--- src/rtl/plps_pkg.sv ---
// ----------------------------------------------------------------------------
// plps_pkg
// Shared widths, register indexes, beat types and the saturation helper of
// the PID loop plant simulator.
// ----------------------------------------------------------------------------
`default_nettype none

package plps_pkg;

  localparam int unsigned HISTORY_DEPTH_DEF = 1024;
  localparam int unsigned DATA_WIDTH_DEF    = 32;

  localparam int unsigned FRAC_BITS = 24;
  localparam int unsigned VAL_W     = 32;
  localparam int unsigned RATE_W    = 25;
  localparam int unsigned DELAY_W   = 10;
  localparam int unsigned TICK_W    = 20;
  localparam int unsigned CRIT_W    = 31;
  localparam int unsigned MUL_W     = 33;
  localparam int unsigned ACC_W     = 48;
  localparam int unsigned CFG_IDX_W = 3;

  // Register indexes of the configuration port.
  localparam logic [CFG_IDX_W-1:0] REG_PROP_GAIN    = 3'd0;
  localparam logic [CFG_IDX_W-1:0] REG_INT_GAIN     = 3'd1;
  localparam logic [CFG_IDX_W-1:0] REG_DERIV_GAIN   = 3'd2;
  localparam logic [CFG_IDX_W-1:0] REG_STEP_SIZE    = 3'd3;
  localparam logic [CFG_IDX_W-1:0] REG_STAGE1_RATE  = 3'd4;
  localparam logic [CFG_IDX_W-1:0] REG_STAGE1_DRIVE = 3'd5;
  localparam logic [CFG_IDX_W-1:0] REG_STAGE2_RATE  = 3'd6;
  localparam logic [CFG_IDX_W-1:0] REG_DELAY_STEPS  = 3'd7;

  localparam logic [VAL_W-1:0]  PROP_GAIN_RST = 32'h0100_0000;
  localparam logic [RATE_W-1:0] STEP_SIZE_RST = 25'd167772;

  localparam logic [TICK_W-1:0] TICK_MAX = '1;
  localparam logic [CRIT_W-1:0] CRIT_MAX = '1;

  typedef struct packed {
    logic last_tick;
  } in_beat_t;

  typedef struct packed {
    logic [TICK_W-1:0]       tick_index;
    logic signed [VAL_W-1:0] loop_error;
    logic signed [VAL_W-1:0] drive;
    logic signed [VAL_W-1:0] plant_output;
    logic [CRIT_W-1:0]       criterion;
    logic                    run_end;
  } out_beat_t;

  typedef struct packed {
    logic                    en;
    logic signed [MUL_W-1:0] a;
    logic signed [MUL_W-1:0] b;
  } mul_req_t;

  // Clamp a wide signed value to the signed range of w bits.
  function automatic logic signed [VAL_W-1:0] sat(input logic signed [ACC_W-1:0] v,
                                                  input int unsigned w);
    logic signed [ACC_W-1:0] hi;
    logic signed [ACC_W-1:0] lo;
    logic signed [ACC_W-1:0] r;
    hi = (ACC_W'(1) <<< (w - 1)) - ACC_W'(1);
    lo = ~hi;
    if (v > hi) begin
      r = hi;
    end else if (v < lo) begin
      r = lo;
    end else begin
      r = v;
    end
    return r[VAL_W-1:0];
  endfunction

endpackage

`default_nettype wire

--- src/rtl/plps_mul_unit.sv ---
// ----------------------------------------------------------------------------
// plps_mul_unit
// Shared signed Q8.24 multiplier with round-half-up and a result register.
// ----------------------------------------------------------------------------
`default_nettype none

module plps_mul_unit (
  input  logic                                  clk_i,
  input  plps_pkg::mul_req_t                    req_i,
  output logic signed [plps_pkg::ACC_W-1:0]     prod_o
);

  localparam int unsigned MUL_W  = plps_pkg::MUL_W;
  localparam int unsigned ACC_W  = plps_pkg::ACC_W;
  localparam int unsigned FRAC   = plps_pkg::FRAC_BITS;
  localparam int unsigned PROD_W = 2 * MUL_W;

  localparam logic signed [PROD_W-1:0] HALF_LSB = PROD_W'(1) <<< (FRAC - 1);

  logic signed [MUL_W-1:0]  op_a;
  logic signed [MUL_W-1:0]  op_b;
  logic signed [PROD_W-1:0] full;
  logic signed [PROD_W-1:0] rounded;
  logic signed [ACC_W-1:0]  prod_d;
  logic signed [ACC_W-1:0]  prod_q;

  assign op_a    = req_i.a;
  assign op_b    = req_i.b;
  assign full    = PROD_W'(op_a) * PROD_W'(op_b);
  assign rounded = full + HALF_LSB;
  // Dropping the fraction bits of a signed word is a floor shift.
  assign prod_d  = ACC_W'($signed(rounded[PROD_W-1:FRAC]));

  always_ff @(posedge clk_i) begin
    if (req_i.en) begin
      prod_q <= prod_d;
    end
  end

  assign prod_o = prod_q;

endmodule

`default_nettype wire

--- config.mk ---
export PLATFORM = sky130hd
export DESIGN_NAME = plps_mul_unit
export DESIGN_NICKNAME = d
export VERILOG_FILES = /design/src/rtl/plps_pkg.sv /design/src/rtl/plps_mul_unit.sv
export SDC_FILE = /design/constraint.sdc
export NUM_CORES = 2
export LEC_CHECK = 0
export BUFFER_PORTS_ARGS = -buffer_cell sky130_fd_sc_hd__buf_2
export CAP_MARGIN = 25
export CORE_UTILIZATION = 40
export DETAILED_ROUTE_END_ITERATION = 8
export GPL_TIMING_DRIVEN = 0
export PLACE_DENSITY = 0.54
export SLEW_MARGIN = 20
export SYNTH_ARGS = -nofsm -noshare
export SYNTH_HDL_FRONTEND = slang
export SYNTH_SLANG_ARGS = --single-unit
--- constraint.sdc ---
create_clock -name clk_i -period 9.6 [get_ports clk_i]
set_input_delay 2.4 -clock clk_i [delete_from_list [all_inputs] [get_ports clk_i]]
set_output_delay 2.4 -clock clk_i [all_outputs]
set_load 0.1 [all_outputs]
Word level (Yosys, flattened, before mapping)
Index checks and enable logic that the tools add are counted.
{"block": "op_classes", "add_sub_neg": 1, "multipliers": 1}
{"op": "66-bit by 25-bit adder with 66-bit output (second input constant)", "n": 1}
{"op": "33-bit by 33-bit multiplier with 66-bit output", "n": 1}
{"block": "word_totals", "ff_bits": 42, "in_bits": 68, "output_inout_bits": 48, "wordCells": 3}

Logic depth before layout (Yosys ltp)
{"block": "logic_depth", "ltp_word": 2, "mapped_depth": 28}

Least setup slack after synthesis
No wires, ideal clock.
{"block": "synth_timing", "kind": "in2reg", "from": "input req_i[65] (netlist bit)", "to": "register prod_q[38] (netlist: prod_o[38]), data pin", "arrival_time_ns": 9.623, "required_time_ns": 9.331, "slack_ns": -0.292, "cell_stages": 26, "cell_sequence": "clkbuf_1 nand2_1 inv_1 fa_1 fa_1 fa_1 inv_1 fa_1 inv_1 fa_1 fa_1 fa_1 inv_1 fa_1 inv_1 ha_1 clkbuf_1 a21oi_1 o21bai_1 a21oi_1 o21bai_1 a21o_1 a21o_1 a21oi_1 o31ai_1 xor2_1"}
{"block": "synth_between", "elab_chain_len": 2}
{"item": "start, declared", "line": "plps_mul_unit.sv:9", "text": "input plps_pkg::mul_req_t req_i,"}
{"item": "33-bit by 33-bit multiplier with 66-bit output", "line": "plps_mul_unit.sv:29", "text": "assign full = PROD_W'(op_a) * PROD_W'(op_b);"}
{"item": "66-bit by 25-bit adder with 66-bit output", "line": "plps_mul_unit.sv:30", "text": "assign rounded = full + HALF_LSB;"}
{"item": "net rounded[62]", "line": "plps_mul_unit.sv:23", "text": "logic signed [PROD_W-1:0] rounded;"}
{"item": "end signal, assigned", "line": "plps_mul_unit.sv:36", "text": "prod_q <= prod_d;"}
{"item": "end, declared", "line": "plps_mul_unit.sv:25", "text": "logic signed [ACC_W-1:0] prod_q;"}
The timed path passes the listed nets, and every way through them passes these cells.
A chain may end at the register's enable or synchronous reset.

Worst setup path after layout
{"block": "layout_timing", "from": "input req_i[0] (netlist bit)", "to": "register prod_o[41] (netlist name)"}
{"block": "layout_between", "elab_chain_len": 2}
{"item": "33-bit by 33-bit multiplier with 66-bit output", "line": "plps_mul_unit.sv:29"}
{"item": "66-bit by 25-bit adder with 66-bit output", "line": "plps_mul_unit.sv:30"}
{"item": "net rounded[65]", "line": "plps_mul_unit.sv:23"}
The timed path passes the listed nets, and every way through them passes these cells.

==> flow_results.xml <==
<?xml version="1.0" encoding="UTF-8"?>
<metrics>
  <group name="route">
    <metric name="wl_per_cell" unit="µm">27.4</metric>
    <metric name="via_count" unit="">30400</metric>
    <metric name="drt_wl_total" unit="µm">157000</metric>
    <metric name="drt.antenna.violating_nets" unit="">0</metric>
    <metric name="drt_first_iter_violations" unit="">2501</metric>
    <metric name="firstDrtPassIters" unit="">5</metric>
    <metric name="via_cell_ratio" unit="">5.31</metric>
    <metric name="drt_drc_violations_left" unit="">0</metric>
  </group>
  <group name="placement">
    <metric name="gp_routability_congestion" unit="">1.02</metric>
    <metric name="post_dp_cell_area" unit="mm²">0.0422</metric>
    <metric name="pre_cts_slack" unit="ps">-2200</metric>
    <metric name="place.detailed.hpwl" unit="µm">130000</metric>
    <metric name="port-buffer-count" unit="">115</metric>
  </group>
  <group name="logic_synthesis">
    <metric name="synthesis.yosys.warnings" unit="">0</metric>
    <metric name="synth.mux.area_fraction" unit="%">0.0251</metric>
    <metric name="synth_top_family_by_area" unit="">adder cells</metric>
    <metric name="yosysUniqueCellTypes" unit="">59</metric>
    <metric name="postSynthRegisterBits" unit="">42</metric>
    <metric name="post_synth_design_cell_area" unit="mm²">0.0399</metric>
    <metric name="simple_gate_area_share_of_the_yosys_netlist" unit="%">15.6</metric>
    <metric name="synth-xor-area-share" unit="%">1.23</metric>
    <metric name="synth-seq-area-share" unit="%">3.16</metric>
    <metric name="adder_cell_area_share_of_the_yosys_netlist" unit="%">64.1</metric>
    <metric name="ys_dominant_reg_cell" unit="">sky130_fd_sc_hd__edfxtp_1</metric>
    <metric name="synth_enable_flop_cells" unit="">42</metric>
    <metric name="synthesis.area_per_instance" unit="µm²">9.43</metric>
    <metric name="syn-instance-count" unit="">4226</metric>
    <metric name="post_synthesis_compound_gate_area_fraction" unit="%">3.10</metric>
    <metric name="asyncSetResetFlopFracSynth" unit="%">0</metric>
    <metric name="synth.net_count" unit="">5650</metric>
  </group>
  <group name="timing">
    <metric name="hold_violations" unit="">0</metric>
    <metric name="worst_hold_slack" unit="ps">2530</metric>
    <metric name="fmax" unit="MHz">102</metric>
    <metric name="finalCritPeriodShare" unit="%">102</metric>
    <metric name="measured_slew_at_the_worst_slew_check_pin" unit="ps">816</metric>
    <metric name="finalWorstPathRequiredPeriod" unit="ps">9820</metric>
    <metric name="layout_setup_ws" unit="ps">-221</metric>
    <metric name="rsz0062_at_grt" unit="">yes</metric>
    <metric name="slew_headroom" unit="%">45.6</metric>
    <metric name="setup_viol_count_final" unit="">11</metric>
    <metric name="slew_violations" unit="">0</metric>
  </group>
  <group name="setup_path">
    <metric name="worstPathMaxFanout" unit="">5</metric>
    <metric name="type_of_the_worst_setup_path" unit="">input pin to register</metric>
    <metric name="critPathSlowestCell" unit="">sky130_fd_sc_hd__fa_2</metric>
    <metric name="worstSetupEndpointType" unit="">register</metric>
    <metric name="worst-endpoint-required" unit="ps">9650</metric>
    <metric name="worstSetupStartpointType" unit="">input pin</metric>
    <metric name="critical_path_arrival" unit="ps">9870</metric>
    <metric name="critical-path-max-stage-delay" unit="ps">610</metric>
  </group>
  <group name="layout">
    <metric name="largest_reg_flops" unit="">42</metric>
    <metric name="syn_to_final_growth" unit="%">16.2</metric>
    <metric name="final_design_area_no_fill" unit="mm²">0.0463</metric>
    <metric name="final_layout_size_suffix_gt1_share" unit="%">14.2</metric>
    <metric name="fin_nets" unit="">5854</metric>
  </group>
  <group name="global_routing">
    <metric name="grt_max_degree" unit="">43</metric>
    <metric name="grt-ovfl-total" unit="">0</metric>
    <metric name="antenna_found_initial" unit="">23</metric>
    <metric name="first_pass_grt_wire_length" unit="µm">229000</metric>
    <metric name="overall_global_routing_resource_usage" unit="%">32.1</metric>
    <metric name="grt_pass1_vias" unit="">33700</metric>
  </group>
  <group name="floorplan">
    <metric name="design.portCount" unit="">116</metric>
    <metric name="core_area" unit="mm²">0.0986</metric>
    <metric name="design.die.area" unit="mm²">0.101</metric>
    <metric name="fp.dieW" unit="µm">318</metric>
    <metric name="chipHeight" unit="µm">318</metric>
    <metric name="start_util" unit="%">40.4</metric>
    <metric name="core.rowCount" unit="">115</metric>
  </group>
  <group name="clocking">
    <metric name="cts-buffers-inserted" unit="">5</metric>
    <metric name="clock_tree.buffer_depth" unit="">2</metric>
    <metric name="ctsRootBufferMaster" unit="">sky130_fd_sc_hd__clkbuf_16</metric>
    <metric name="htree_num_levels" unit="">2</metric>
    <metric name="clkTransAtPathRegs" unit="ps">70</metric>
    <metric name="cts_num_sinks" unit="">42</metric>
    <metric name="tritoncts" unit="">yes</metric>
    <metric name="hold_buffers" unit="">0</metric>
  </group>
  <group name="run_status">
    <metric name="run_status" unit="">finished, violations left</metric>
    <metric name="failed_checks" unit="">negative setup slack</metric>
  </group>
  <group name="worst_hold_path">
    <metric name="hold_crit_path_type" unit="">input pin to register</metric>
  </group>
  <group name="run">
    <metric name="cap_violations" unit="">0</metric>
  </group>
</metrics>
==> cell families (layout without fill, tap and decap cells) <==
logic type / after synthesis / in the layout
xor+xnor: 56 / 56
compound gates: 183 / 183
simple gates: 1243 / 1243
flops: 42 / 42
buf+inv: 1345 / 1550
fa+ha+maj: 1356 / 1356
mux: 1 / 1
other cells: 0 / 19
==> cell usage after synthesis (all sizes together), types with 2 or more instances <==
cell type | count | area [µm²]
a2111oi | 3 | 63.8
a211oi | 9 | 72.6
a21boi | 2 | 15.0
a21o | 32 | 240
a21oi | 54 | 270
a221o | 3 | 30.0
a221oi | 3 | 26.3
a31o | 2 | 17.5
a31oi | 8 | 50.1
and2 | 547 | 3420
and3 | 2 | 12.5
and4 | 2 | 17.5
buf | 7 | 48.8
clkbuf | 218 | 818
edfxtp | 42 | 1260
fa | 1145 | 22900
ha | 211 | 2640
inv | 1119 | 4200
nand2 | 555 | 2080
nand2b | 12 | 75.1
nand3 | 12 | 60.1
nand4 | 21 | 131
nand4b | 2 | 17.5
nor2 | 61 | 229
nor2b | 5 | 31.3
nor3 | 13 | 70.1
nor4b | 2 | 17.5
o211ai | 7 | 52.6
o21a | 5 | 37.5
o21ai | 30 | 154
o21ba | 2 | 20.0
o21bai | 7 | 52.6
o22a | 2 | 17.5
o31ai | 4 | 30.0
or2 | 4 | 25.0
or3 | 2 | 17.5
xnor2 | 40 | 350
xor2 | 16 | 140
==> worst paths after layout <==
kind / slack [ps] / end / start / cells past startpoint
setup / recovery: -220 / prod_o[41] / req_i[0] / 29
hold / removal: 2530 / prod_o[4] / req_i[66] / 1
==> layout make-up <==
class                      count  area (µm²)
antenna                       19        47.5
buffer                       204        2850
clock buffer                   5         125
clock inverter                 3        25.0
fill                        9533       52200
inverter                    1120        4230
multi-input combinational   2839       34400
sequential                    42        1260
tap                         1287        1610
timing repair buffer         218        1760
==> worst max-delay path, delay by kind of cell <==
kind                     cells  cell delay (ps)
AND/OR/NAND/NOR              5              700
adder cells (fa/ha/maj)      9             4510
buffers and inverters       10              830
multiplexers                 1              230
AO/OA/AOI/OAI                4             1170
==> metal layers <==
layer	vias to the layer above	GRT usage, %	wire length (µm)
met2	1499	51.5	72200
met1	16000	39.4	58000
met5	-	0	22
met3	457	4.88	11900
met4	4	23.8	14800
li1	12400	-	-
==> what timing repair did <==
action                     4_1_cts  5_1_grt
gates resized for setup        734      213
setup endpoints to repair       42       24
gates cloned                     3        0
pin swaps                      103      124
buffers inserted                61       32
==> per-stage QoR <==
| stage | setup TNS [ps] | util (%) | cells |
|---|---|---|---|
| detailed placement | -58890 | 42.8 | 5638 |
| finish | -1210 | 47.0 | 5737 |
| global placement | -60840 | 42.7 | 5628 |
| CTS | -399 | 46.2 | 5691 |
| global route | -3540 | 47.0 | 5722 |
| floorplan | 0 | - | 4226 |
==> cells in the final DEF (no fill, tap or decap), types with 22 or more instances in the layout <==
master                      Yosys  final
sky130_fd_sc_hd__a21o_1        32     32
sky130_fd_sc_hd__a21oi_1       54     37
sky130_fd_sc_hd__and2_1       547    537
sky130_fd_sc_hd__buf_2          0     71
sky130_fd_sc_hd__buf_4          6    114
sky130_fd_sc_hd__buf_6          0     28
sky130_fd_sc_hd__buf_8          0     29
sky130_fd_sc_hd__clkbuf_16      0     51
sky130_fd_sc_hd__clkbuf_2       0     22
sky130_fd_sc_hd__clkbuf_4       0     37
sky130_fd_sc_hd__clkbuf_8       0     51
sky130_fd_sc_hd__edfxtp_1      42     42
sky130_fd_sc_hd__fa_1        1145   1094
sky130_fd_sc_hd__fa_2           0     51
sky130_fd_sc_hd__ha_1         211    180
sky130_fd_sc_hd__ha_4           0     26
sky130_fd_sc_hd__inv_1       1119   1079
sky130_fd_sc_hd__inv_2          0     36
sky130_fd_sc_hd__nand2_1      555    544
sky130_fd_sc_hd__nor2_1        61     57
sky130_fd_sc_hd__xnor2_1       40     39
Power is left out: the tool's default activity adds up to more than one toggle a clock period on the data nets, which glitch-free logic cannot reach.
